[src/design/averaged_rail_window_monitor_macros.svh]
// ----------------------------------------------------------------------------
// averaged rail window monitor assertion macros
// concurrent checks on clk, disabled while rst_n is low
// ----------------------------------------------------------------------------
`ifndef AVERAGED_RAIL_WINDOW_MONITOR_MACROS_SVH
`define AVERAGED_RAIL_WINDOW_MONITOR_MACROS_SVH

`ifndef SYNTHESIS
`define ARWM_ASSERT(label, expr) \
  label: assert property (@(posedge clk) disable iff (!rst_n) (expr)) \
    else $error("arwm check failed");
`define ARWM_ASSERT_NEXT(label, ante, cons) \
  label: assert property (@(posedge clk) disable iff (!rst_n) (ante) |=> (cons)) \
    else $error("arwm check failed");
`else
`define ARWM_ASSERT(label, expr)
`define ARWM_ASSERT_NEXT(label, ante, cons)
`endif

`endif

[src/design/arwm_pkg.sv]
`timescale 1ns / 1ps
// ----------------------------------------------------------------------------
// arwm_pkg
// shared types and constants of the averaged rail window monitor
// ----------------------------------------------------------------------------
package arwm_pkg;

  localparam int AVG_COUNT = 10;
  localparam int MV_SHIFT  = 10;

  localparam int SAMPLE_W  = 10;
  localparam int REG_W     = 13;
  localparam int NUM_REGS  = 7;
  localparam int CFG_IDX_W = 3;
  localparam int PINS_W    = 3;

  localparam int ROUND_W   = $clog2(AVG_COUNT + 1);
  localparam int REM_W     = $clog2(AVG_COUNT + 1);
  localparam int RSUM_W    = REM_W + 1;
  localparam int PROD_W    = SAMPLE_W + REG_W;

  // reciprocal for dividing a single sample by the average count
  localparam int DIV_SHIFT = 20;
  localparam int RECIP     = ((1 << DIV_SHIFT) + AVG_COUNT - 1) / AVG_COUNT;
  localparam int RECIP_W   = DIV_SHIFT + 1;
  localparam int DPROD_W   = SAMPLE_W + RECIP_W;

  typedef enum logic [CFG_IDX_W-1:0] {
    REG_LOW_5V   = 3'd0,
    REG_HIGH_5V  = 3'd1,
    REG_LOW_VIO  = 3'd2,
    REG_HIGH_VIO = 3'd3,
    REG_LOW_3V3  = 3'd4,
    REG_HIGH_3V3 = 3'd5,
    REG_REF_MV   = 3'd6
  } reg_idx_t;

  localparam logic [REG_W-1:0] REG_RESET [NUM_REGS] = '{
    13'd897, 13'd1096, 13'd340, 13'd376, 13'd624, 13'd690, 13'd1100
  };

  typedef struct packed {
    logic [SAMPLE_W-1:0] sample_5v;
    logic [SAMPLE_W-1:0] sample_vio;
    logic [SAMPLE_W-1:0] sample_3v3;
    logic                report_polarity;
  } in_item_t;

  typedef struct packed {
    logic [PINS_W-1:0] test_pins;
    logic [PINS_W-1:0] rail_good;
  } out_item_t;

  typedef struct packed {
    logic step;
    logic accum;
  } rail_ctl_t;

endpackage

[src/design/arwm_rail.sv]
`timescale 1ns / 1ps
// ----------------------------------------------------------------------------
// arwm_rail
// one rail: running quotient and remainder of the sample sum by the average
// count, scaling to millivolts and the strict window test
// ----------------------------------------------------------------------------
`include "averaged_rail_window_monitor_macros.svh"

module arwm_rail
  import arwm_pkg::*;
(
  input  logic                clk,
  input  logic                rst_n,
  input  rail_ctl_t           ctl,
  input  logic [SAMPLE_W-1:0] sample,
  input  logic [REG_W-1:0]    low_mv,
  input  logic [REG_W-1:0]    high_mv,
  input  logic [REG_W-1:0]    ref_mv,
  output logic                in_window
);

  logic [SAMPLE_W-1:0] quot_r, quot_nxt;
  logic [REM_W-1:0]    rem_r, rem_nxt;

  logic [DPROD_W-1:0]  dprod;
  logic [SAMPLE_W-1:0] s_quot;
  logic [SAMPLE_W-1:0] s_back;
  logic [REM_W-1:0]    s_rem;
  logic [RSUM_W-1:0]   rsum;
  logic                carry;
  logic [PROD_W-1:0]   prod;
  logic [PROD_W-1:0]   mv;

  // sample / count and sample % count
  assign dprod  = DPROD_W'(sample) * DPROD_W'(RECIP);
  assign s_quot = SAMPLE_W'(dprod >> DIV_SHIFT);
  assign s_back = SAMPLE_W'(s_quot * SAMPLE_W'(AVG_COUNT));
  assign s_rem  = REM_W'(sample - s_back);
  assign rsum   = RSUM_W'(rem_r) + RSUM_W'(s_rem);
  assign carry  = (rsum >= RSUM_W'(AVG_COUNT));

  always_comb begin
    quot_nxt = quot_r;
    rem_nxt  = rem_r;
    if (ctl.step) begin
      if (ctl.accum) begin
        quot_nxt = quot_r + s_quot + SAMPLE_W'(carry);
        rem_nxt  = carry ? REM_W'(rsum - RSUM_W'(AVG_COUNT)) : REM_W'(rsum);
      end else begin
        quot_nxt = '0;
        rem_nxt  = '0;
      end
    end
  end

  always_ff @(posedge clk) begin
    if (!rst_n) begin
      quot_r <= '0;
      rem_r  <= '0;
    end else begin
      quot_r <= quot_nxt;
      rem_r  <= rem_nxt;
    end
  end

  // averaged code to millivolts, then strict window
  assign prod      = PROD_W'(quot_r) * PROD_W'(ref_mv);
  assign mv        = prod >> MV_SHIFT;
  assign in_window = (mv > PROD_W'(low_mv)) && (mv < PROD_W'(high_mv));

  `ARWM_ASSERT(rem_below_count, RSUM_W'(rem_r) < RSUM_W'(AVG_COUNT))
  `ARWM_ASSERT_NEXT(clear_after_eval, ctl.step && !ctl.accum, quot_r == '0 && rem_r == '0)

endmodule

[src/design/averaged_rail_window_monitor.sv]
`timescale 1ns / 1ps
// an accepted item goes to the input register, its result to the result register
// throughput: one item per cycle when out_ready does not stall the result register
// each rail's window test: one 10 x 13 multiply and two compares before the output
// reset: synchronous active-low rst_n clears the round count, averages and good mask
// and loads the window and reference registers with their default values
// ----------------------------------------------------------------------------
// averaged_rail_window_monitor
// boxcar averaging of three rail samples with a windowed good mask per rail
// ----------------------------------------------------------------------------
`include "averaged_rail_window_monitor_macros.svh"

module averaged_rail_window_monitor
  import arwm_pkg::*;
(
  input  logic                 clk,
  input  logic                 rst_n,
  input  logic                 in_valid,
  output logic                 in_ready,
  input  in_item_t             in_item,
  output logic                 out_valid,
  input  logic                 out_ready,
  output out_item_t            out_item,
  input  logic                 cfg_valid,
  output logic                 cfg_ready,
  input  logic [CFG_IDX_W-1:0] cfg_index,
  input  logic [REG_W-1:0]     cfg_data
);

  logic [REG_W-1:0]   cfg_r [NUM_REGS];

  logic               in_vld_r;
  in_item_t           in_item_r;
  logic               out_valid_r;
  out_item_t          out_item_r;
  logic [ROUND_W-1:0] round_r, round_nxt;
  logic [PINS_W-1:0]  good_r, good_nxt;

  logic               advance;
  logic               step;
  rail_ctl_t          ctl;
  logic [PINS_W-1:0]  win;
  logic [PINS_W-1:0]  pins;

  assign cfg_ready = 1'b1;
  assign advance   = !out_valid_r || out_ready;
  assign step      = in_vld_r && advance;
  assign in_ready  = !in_vld_r || advance;

  assign ctl.step  = step;
  assign ctl.accum = (round_r < ROUND_W'(AVG_COUNT));

  arwm_rail u_rail_5v (
    .clk       (clk),
    .rst_n     (rst_n),
    .ctl       (ctl),
    .sample    (in_item_r.sample_5v),
    .low_mv    (cfg_r[REG_LOW_5V]),
    .high_mv   (cfg_r[REG_HIGH_5V]),
    .ref_mv    (cfg_r[REG_REF_MV]),
    .in_window (win[0])
  );

  arwm_rail u_rail_vio (
    .clk       (clk),
    .rst_n     (rst_n),
    .ctl       (ctl),
    .sample    (in_item_r.sample_vio),
    .low_mv    (cfg_r[REG_LOW_VIO]),
    .high_mv   (cfg_r[REG_HIGH_VIO]),
    .ref_mv    (cfg_r[REG_REF_MV]),
    .in_window (win[1])
  );

  arwm_rail u_rail_3v3 (
    .clk       (clk),
    .rst_n     (rst_n),
    .ctl       (ctl),
    .sample    (in_item_r.sample_3v3),
    .low_mv    (cfg_r[REG_LOW_3V3]),
    .high_mv   (cfg_r[REG_HIGH_3V3]),
    .ref_mv    (cfg_r[REG_REF_MV]),
    .in_window (win[2])
  );

  always_comb begin
    good_nxt  = good_r;
    round_nxt = round_r;
    if (step) begin
      if (ctl.accum) begin
        round_nxt = round_r + ROUND_W'(1);
      end else begin
        round_nxt = '0;
        good_nxt  = win;
      end
    end
  end

  assign pins = in_item_r.report_polarity ? good_nxt : ~good_nxt;

  always_ff @(posedge clk) begin
    if (!rst_n) begin
      cfg_r       <= REG_RESET;
      in_vld_r    <= 1'b0;
      out_valid_r <= 1'b0;
      round_r     <= '0;
      good_r      <= '0;
    end else begin
      if (cfg_valid && cfg_index <= REG_REF_MV) begin
        cfg_r[cfg_index] <= cfg_data;
      end
      if (in_ready) begin
        in_vld_r <= in_valid;
      end
      if (advance) begin
        out_valid_r <= in_vld_r;
      end
      round_r <= round_nxt;
      good_r  <= good_nxt;
    end
  end

  // payload registers
  always_ff @(posedge clk) begin
    if (in_valid && in_ready) begin
      in_item_r <= in_item;
    end
    if (step) begin
      out_item_r.test_pins <= pins;
      out_item_r.rail_good <= good_nxt;
    end
  end

  assign out_valid = out_valid_r;
  assign out_item  = out_item_r;

  `ARWM_ASSERT(round_in_range, round_r <= ROUND_W'(AVG_COUNT))
  `ARWM_ASSERT(out_shows_mask, !out_valid_r || out_item_r.rail_good == good_r)
  `ARWM_ASSERT_NEXT(round_wraps, step && !ctl.accum, round_r == '0)

endmodule
[config.mk]
export PLATFORM = sky130hd
export DESIGN_NAME = averaged_rail_window_monitor
export DESIGN_NICKNAME = d
export VERILOG_FILES = /design/src/design/arwm_pkg.sv /design/src/design/arwm_rail.sv /design/src/design/averaged_rail_window_monitor.sv
export VERILOG_INCLUDE_DIRS = /design/src /design/src/design
export SDC_FILE = /design/constraint.sdc
export NUM_CORES = 1
export LEC_CHECK = 0
export BUFFER_PORTS_ARGS = -buffer_cell sky130_fd_sc_hd__buf_2
export CAP_MARGIN = 15
export CELL_PAD_IN_SITES_DETAIL_PLACEMENT = 0
export CELL_PAD_IN_SITES_GLOBAL_PLACEMENT = 2
export CORE_ASPECT_RATIO = 0.8
export CORE_MARGIN = 4
export CORE_UTILIZATION = 38
export CTS_CLUSTER_SIZE = 10
export DETAILED_ROUTE_END_ITERATION = 10
export PLACE_DENSITY = 0.76
export SYNTH_ARGS = -nofsm -noshare
export SYNTH_HDL_FRONTEND = slang
export SYNTH_SLANG_ARGS = --single-unit
[constraint.sdc]
create_clock -name clk -period 7.9 [get_ports clk]
set_input_delay 1.185 -clock clk [delete_from_list [all_inputs] [get_ports clk]]
set_output_delay 1.185 -clock clk [all_outputs]
set_load 0.05 [all_outputs]
==> key figures <==
Critical path
  • Worst reg-to-reg setup slack: 0.27 ns
  • Worst setup path startpoint: in_item_r[30]
  • CP most frequent cell: fa_2
  • Maximum fanout along the worst path: 3
  • WS Path Type: reg2reg
  • CP Capture Type: flip-flop
  • CP required: 8.25 ns
  • CP max-delay cell: fa_1
  • CP startpoint kind: flip-flop
  • Critical register-to-register path startpoint: in_item_r[30]
  • Worst path arrival time: 7.98 ns
  • CP peak stage delay: 0.56 ns

Timing
  • Fmax achieved: 131 MHz
  • Setup ws final: 0.272 ns
  • Unrepaired setup endpoints after global routing: true
  • Setup Skew: 0.00992 ns
  • Final period utilization: 96.6%
  • Tmin final: 7.63 ns
  • Pins Over Slew Limit: 0
  • Setup tns final: 0 ns
  • Final-report hold violation count: 0
  • Slew at the pin with the worst max-slew slack: 1.16 ns
  • Endpoints failing setup: 0
  • Max-slew headroom: 22.5%

Route
  • DRC: 0
  • Pre-antenna DRT Iters: 7
  • Initial drt markers: 759
  • Final ANT Viol Nets: 0
  • Vias per cell: 4.98
  • Final wirelength: 67700 µm
  • Wire per inst: 16.6 µm
  • Via count: 20280

Placed design
  • GPL Wtd Cong: 0.861
  • Post-Place Cells: 4009
  • Post-DP HPWL: 55400 µm
  • Dpl ws: -0.230 ns
  • # port buffers: 59

Floorplan
  • Core area: 70800 µm²
  • Initial Utilization: 38.6%
  • DIE AREA: 76200 µm²
  • Die W: 308 µm
  • Die Span Y: 248 µm
  • Num rows: 87
  • I/O pin total: 61

Global routing
  • Remaining Overflow, GRT: 0
  • Vias in the first global route: 20997
  • All-Layer GR Usage: 18.2%
  • Largest net degree at the start of global routing: 96
  • Initial antenna violation count: 2
  • First-pass GRT wire length: 111000 µm

Final layout
  • Fin nets: 4015
  • Diodes inserted: 0
  • Area grow syn2layout: 10.9%
  • Final Non-Filler Cells: 4069
  • Fillers: 7043
  • Commonest non-fill, non-tap cell in the layout: inv_1
  • Commonest non-fill, non-tap cells in the layout: 551 x inv_1, 469 x ha_1, 441 x nand2_1, 347 x fa_1, 160 x and2_1
  • Layout Utilization: 42.8%
  • Layout cells sized above 1: 10.2%

Clock tree
  • Num CTS Buffers: 17
  • Clock slew at reported path FFs: 0.08 ns
  • CTS tree: done
  • Count of clock tree sinks: 179
  • H-tree levels: 4
  • Post-CTS Hold Buffers: 0
  • CTS Root Cell: clkbuf_16
  • CTS Buffer Depth: 2
  • Latest clock arrival within the worst-skew pair: 0.48 ns

Synthesis
  • EDFF count, synth: 37
  • Post-synth top area share: 26.2%
  • Adder-Cell Fraction of Synth Area: 48.4%
  • Syn_nets: 3929
  • Leading area contributor after synthesis: fa_1
  • Simple-gate share of the synthesized area: 15.1%
  • Mapped Cells: 3036
  • Largest family of logic cells by synthesized area: adder cells
  • FF+latch count, synth: 179
  • Post-Syn Area: 27300 µm²
  • Async S/R FF share, synth: 0%
  • Post-synth cell types: 71
  • Seq/Total Area, Yosys: 14.5%
  • Synth top area cells: fa_1 26%, ha_1 22%, dfxtp_1 10%, inv_1 7.7%, nand2_1 6.1%
  • Mux contribution to synthesized area: 0.110%
  • Post-synthesis compound-gate area fraction: 9.43%
  • Most common flop cell mapped by yosys: dfxtp_1
  • Synth Area in XOR/XNOR: 3.18%
  • Average size of a mapped cell: 8.99 µm²
  • Yosys warnings: 0

Worst hold path
  • Worst hold start: cfg_r[89]
  • Hold Path Class: reg2reg

Power and ir drop
  • Total chip power: 0.00884 W
  • VDD IR-drop max: 0.313 mV
  • Leak Pwr: 15.4 nW
  • PwrDens: 292 nW/µm²

Run status
  • Status: finished, final reports clean

Flow run
  • Max Cap Viol: 0
## state kept, by name, summed over array words and instances, names as in the netlist
register           cells
cfg_r                 91
good_r                 3
in_item_r             31
in_vld_r               1
out_item               6
out_valid              1
round_r                4
u_rail_3v3.quot_r     10
u_rail_3v3.rem_r       4
u_rail_5v.quot_r      10
u_rail_5v.rem_r        4
u_rail_vio.quot_r     10
u_rail_vio.rem_r       4
## per-layer routing
layer  GRT usage [%]  up-vias  wire length [µm]
met5               0        -                 0
li1                -     9923                 -
met3            2.58       37              2100
met1            26.2    10067             34000
met2            29.7      253             31000
met4            2.99        0               655
## stage by stage
step,hold WS (ns),cell area [µm²]
floorplan,0.435,27300
global placement,0.447,29000
detailed placement,0.451,29000
CTS,0.462,29700
global route,0.478,30300
finish,0.459,30300
## area by class of cell
class | instances | area, µm² | share of cell area (%)
Clock inverter | 14 | 154 | 0.508
Sequential cell | 179 | 3970 | 13.1
Tap cell | 934 | 1170 | 3.86
Inverter | 558 | 2090 | 6.92
Multi-Input combinational cell | 2186 | 21200 | 70.1
Clock buffer | 18 | 429 | 1.42
Timing Repair Buffer | 180 | 1220 | 4.02
## critical path: cells and delay by family, from the launching register on
family	cells	cell delay, ns
simple gates	3	0.25
buf+inv	5	0.31
flops	1	0.44
compound gates	10	1.82
xor+xnor	5	0.80
fa+ha+maj	10	3.87
## cell usage after synthesis, types with 10 or more instances
library cell,n
a21boi_1,12
o211ai_1,31
nor2_1,58
nor2b_1,54
nand2b_1,10
o21ai_1,13
nor4_1,10
fa_1,357
a21o_1,29
o21ai_0,38
xnor2_1,64
a22oi_1,24
or3_1,11
inv_1,558
edfxtp_1,37
ha_1,484
clkbuf_1,109
nand3_1,36
a31oi_1,10
and2_1,161
nor3_1,16
o21a_1,10
dfxtp_1,142
a21boi_0,60
nand4_1,27
xor2_1,35
a21oi_1,91
nand2_1,442
## power breakdown
part / total [W] / switching [W] / internal (W) / leakage, nW
clock network: 0.000896 / 0.000426 / 0.000470 / 0.280
logic: 0.00677 / 0.00349 / 0.00328 / 13.6
registers: 0.00118 / 0.000165 / 0.00101 / 1.52
## cell families (layout without fill, tap and decap cells)
group	Yosys count	in the layout
compound gates	380	380
xor+xnor	99	99
fa+ha+maj	841	841
buf+inv	671	770
flops	179	179
mux	3	3
other cells	1	1
simple gates	862	862
## worst paths after layout
check	to	cells past startpoint
max	u_rail_5v.quot_r[8]	33
min	cfg_r[89]	2
max reg2reg	u_rail_5v.quot_r[8]	33
min reg2reg	cfg_r[89]	2
## timing repair
item / in CTS / in global routing
setup endpoints to repair: 7 / 21
gates resized for setup: 9 / 99
pin swaps: 3 / 71
setup buffers: 0 / 26
(Power assumes the default switching activity.)
